File: src/rtl/core/ccp_pkg.sv
`timescale 1ns / 1ps
// ----------------------------------------------------------------------------
// ccp_pkg
// Shared codes, widths and defaults of the circle canvas painter.
// ----------------------------------------------------------------------------
package ccp_pkg;

   localparam int MAX_WIDTH_DEFAULT  = 512;
   localparam int MAX_HEIGHT_DEFAULT = 512;

   localparam int COORD_W   = 20;
   localparam int OPERAND_W = 21;
   localparam int SQUARE_W  = 41;
   localparam int SIZE_W    = 10;
   localparam int CHAR_W    = 8;

   localparam logic [1:0] ACT_DRAW  = 2'd0;
   localparam logic [1:0] ACT_READ  = 2'd1;
   localparam logic [1:0] ACT_CLEAR = 2'd2;

   localparam logic [1:0] ST_OK         = 2'd0;
   localparam logic [1:0] ST_BAD_CODE   = 2'd1;
   localparam logic [1:0] ST_BAD_RADIUS = 2'd2;
   localparam logic [1:0] ST_OUTSIDE    = 2'd3;

   localparam logic [1:0] REG_WIDTH  = 2'd0;
   localparam logic [1:0] REG_HEIGHT = 2'd1;
   localparam logic [1:0] REG_BG     = 2'd2;

   localparam logic [7:0] CODE_OUTLINE = 8'h63;
   localparam logic [7:0] CODE_FILLED  = 8'h43;

   localparam logic [SIZE_W-1:0] SIZE_RESET = 10'd1;
   localparam logic [CHAR_W-1:0] BG_RESET   = 8'd32;

endpackage

File: src/rtl/core/ccp_squarer.sv
`timescale 1ns / 1ps
// ----------------------------------------------------------------------------
// ccp_squarer
// Shared squaring unit with a registered result, one operand per cycle.
// ----------------------------------------------------------------------------
module ccp_squarer (
   input  logic                               clock,
   input  logic signed [ccp_pkg::OPERAND_W-1:0] operand,
   output logic        [ccp_pkg::SQUARE_W-1:0]  square
);
   import ccp_pkg::*;

   logic signed [2*OPERAND_W-1:0] product;
   logic        [SQUARE_W-1:0]    square_ff;

   assign product = operand * operand;

   always_ff @(posedge clock) begin
      square_ff <= SQUARE_W'(product);
   end

   assign square = square_ff;

endmodule

File: config.mk
export PLATFORM = sky130hd
export DESIGN_NAME = ccp_squarer
export DESIGN_NICKNAME = d
export VERILOG_FILES = /design/src/rtl/core/ccp_pkg.sv /design/src/rtl/core/ccp_squarer.sv
export SDC_FILE = /design/constraint.sdc
export NUM_CORES = 1
export LEC_CHECK = 0
export BUFFER_PORTS_ARGS = -buffer_cell sky130_fd_sc_hd__buf_4
export CELL_PAD_IN_SITES_DETAIL_PLACEMENT = 1
export CELL_PAD_IN_SITES_GLOBAL_PLACEMENT = 2
export CORE_ASPECT_RATIO = 0.9
export CORE_MARGIN = 3
export CORE_UTILIZATION = 38
export CTS_BUF_LIST = sky130_fd_sc_hd__clkbuf_4 sky130_fd_sc_hd__clkbuf_8
export CTS_CLUSTER_DIAMETER = 120
export DETAILED_ROUTE_END_ITERATION = 8
export GPL_ROUTABILITY_DRIVEN = 0
export PLACE_DENSITY_LB_ADDON = 0.1
export SLEW_MARGIN = 10
export SYNTH_ARGS = -nofsm -noshare
export SYNTH_HDL_FRONTEND = slang
export SYNTH_SLANG_ARGS = --single-unit
File: constraint.sdc
create_clock -name clock -period 7.8 [get_ports clock]
set_clock_uncertainty 0.2 [all_clocks]
set_input_delay 1.56 -clock clock [delete_from_list [all_inputs] [get_ports clock]]
set_output_delay 1.56 -clock clock [all_outputs]
set_load 0.005 [all_outputs]
==> reports/qor.csv <==
metric,value,unit
placed insts,2412,
vias per std cell,4.48,
DR pass1 iterations,4,
global routing usage on met1,0.265,
Final Non-Filler Cells,2451,
Synthesized Nets,2171,
M3 GR Usage,0.0211,
total global routing overflow,0,
Synth cell types,51,
first-pass GRT wire length,70.1,mm
Fillers,4467,
max reg flops,40,
Syn Area/Cell,9.48,sq um
Final WS setup,0.0404,ns
min-delay worst type,input pin to flop,
final-report hold violation count,0,
Via Count,11000,
chip width,218,um
critical path's slowest cell,fa_1,
most common flop cell mapped by yosys,dfxtp_1,
Post-Synthesis Cells,1617,
clk slew on worst S/H paths,0.10,ns
CP required,7.83,ns
area of the multi-input gates,12800,sq um
post-synth top area share,0.531,
RSZ-0062 raised after global routing,yes,
initial antenna violation count,0,
Post-synth EDFFs,0,
layout cells sized above 1,0.243,
Max Fclk,129,MHz
number of global-route vias before repair,13200,
Max Cap Viol,0,
Die ar.,42800,sq um
Most common cell on crit path,fa_1,
# rows,69,
starting density of the core,0.387,
Crit path arrival time,7.79,ns
CTS tree,done,
synthesized area,15300,sq um
Iteration-0 DRC Markers,259,
DRT Wirelength,42.8,mm
CTS Buf Count,5,
core area,39600,sq um
CP Launch Type,input pin,
busiest grt layer,met2,
Clock Sinks,40,
CP peak stage delay,0.53,ns
GRT Total Usage,0.213,
Port Buffer Count,61,
"area leader, netlist",fa_1,
nets@finish,2472,
IO Count,63,
status,"finished, final reports clean",
GR met2 Demand/Resource,0.404,
Ys Warns,0,
number of synthesized register bits,40,
Avg WL per Cell,17.5,um
design area,19400,sq um
root buffer cell,clkbuf_8,
final cycle utilization of the critical path,0.995,
placed inst area,18300,sq um
crit end category,flop,
drt drc,0,
"Slew Viols, Final",0,
die height,197,um
maximum clock insertion buffer count,2,
# diodes,0,
Antenna Nets Post-Route,0,
Crit Path Max Fanout,5,
hpwl dp,38.5,mm
H-tree depth,2,
register area share after synthesis,0.0522,
Crit Path Class,input pin to flop,
# setup viols final,0,
fin crit period,7.76,ns
largest net degree at the start of global routing,23,
register area,801,sq um
async set or reset register ratio after synthesis,0,
top post-synthesis cells by area,"fa_1 (53%), inv_1 (13%), ha_1 (10%)",
area grow syn2layout,26.3,%
DP Worst Slack,-0.572,ns
[cells in the final DEF (no fill, tap or decap), drive strengths merged, types with 14 or more instances in the layout]
cell,netlist,final
a21o,22,22
a21oi,31,31
and2,63,63
buf,3,336
dfxtp,40,40
fa,407,407
ha,125,125
inv,544,543
nand2,141,141
nor2,56,56
o21ai,14,14
xnor2,38,38
xor2,20,20
[Yosys cell counts, types with 2 or more instances]
cell type	number
xnor2_1	38
nor2_1	56
mux2_2	2
ha_1	125
a21oi_2	2
xor2_1	20
nand4_1	3
a21oi_1	29
dfxtp_1	40
a211o_1	3
nand2_1	141
o211ai_2	2
o21ai_1	3
nor2b_1	4
a211oi_1	5
nand2b_1	7
o21a_1	5
inv_1	544
and3_1	8
and2_1	62
a21o_1	22
o21bai_1	2
o21ai_0	11
a211oi_2	2
a31oi_2	2
clkinv_1	2
nand3_1	4
fa_1	407
a31o_2	5
clkbuf_1	40
[kinds of logic after synthesis]
kind of cell | after synthesis | synth area share
buf+inv | 589 | 0.144
fa+ha+maj | 532 | 0.633
simple gates | 289 | 0.0855
compound gates | 106 | 0.0498
xor+xnor | 58 | 0.0331
flops | 40 | 0.0522
mux | 2 | 0.00147
other cells | 1 | 0.000245
[layer usage]
layer  wire length (um)  vias to the layer above
li1                   -                     5164
met1              17900                     5660
met2              23000                      101
met3                914                       47
met4                955                        0
met5                  0                        -
[metrics by stage]
step / TNS (ns) / hold WS (ns) / util
after floorplan: -0.0190 / 1.39 / -
after global placement: -5.62 / 1.67 / 0.461
after detailed placement: -6.52 / 1.67 / 0.461
after CTS: 0 / 1.29 / 0.471
after global routing: -0.484 / 1.22 / 0.489
final: 0 / 1.24 / 0.489
[worst max-delay path, delay by kind of cell]
kind	cells	cell delay, ns
compound gates	7	1.73
simple gates	1	0.14
fa+ha+maj	8	3.57
buf+inv	9	0.71
xor+xnor	1	0.06
[worst paths after layout]
check	start	endpoint	slack, ns	depth (start not counted)
min	operand[0]	square[0]$_DFF_P_	1.24	1
max	operand[5]	square[40]$_DFF_P_	0.04	26
[timing repair]
| item | CTS | global route |
|---|---|---|
| buffers inserted | 7 | 24 |
| endpoints found under the setup margin | 9 | 14 |
| gates resized for setup | 46 | 123 |
| cloned | 0 | 1 |
| hold buffers | 0 | 0 |
| pin swaps | 30 | 76 |
[area by class of cell]
type | instances | share of cell area
Inverter | 546 | 0.107
Clock buffer | 5 | 0.00355
Sequential cell | 40 | 0.0414
Timing Repair Buffer | 337 | 0.152
Tap cell | 532 | 0.0344
Multi-Input combinational cell | 988 | 0.660
Clock inverter | 3 | 0.00239
Power is not shown: default switching activity piles up to over one toggle a cycle in this logic, so the estimate is an artifact.
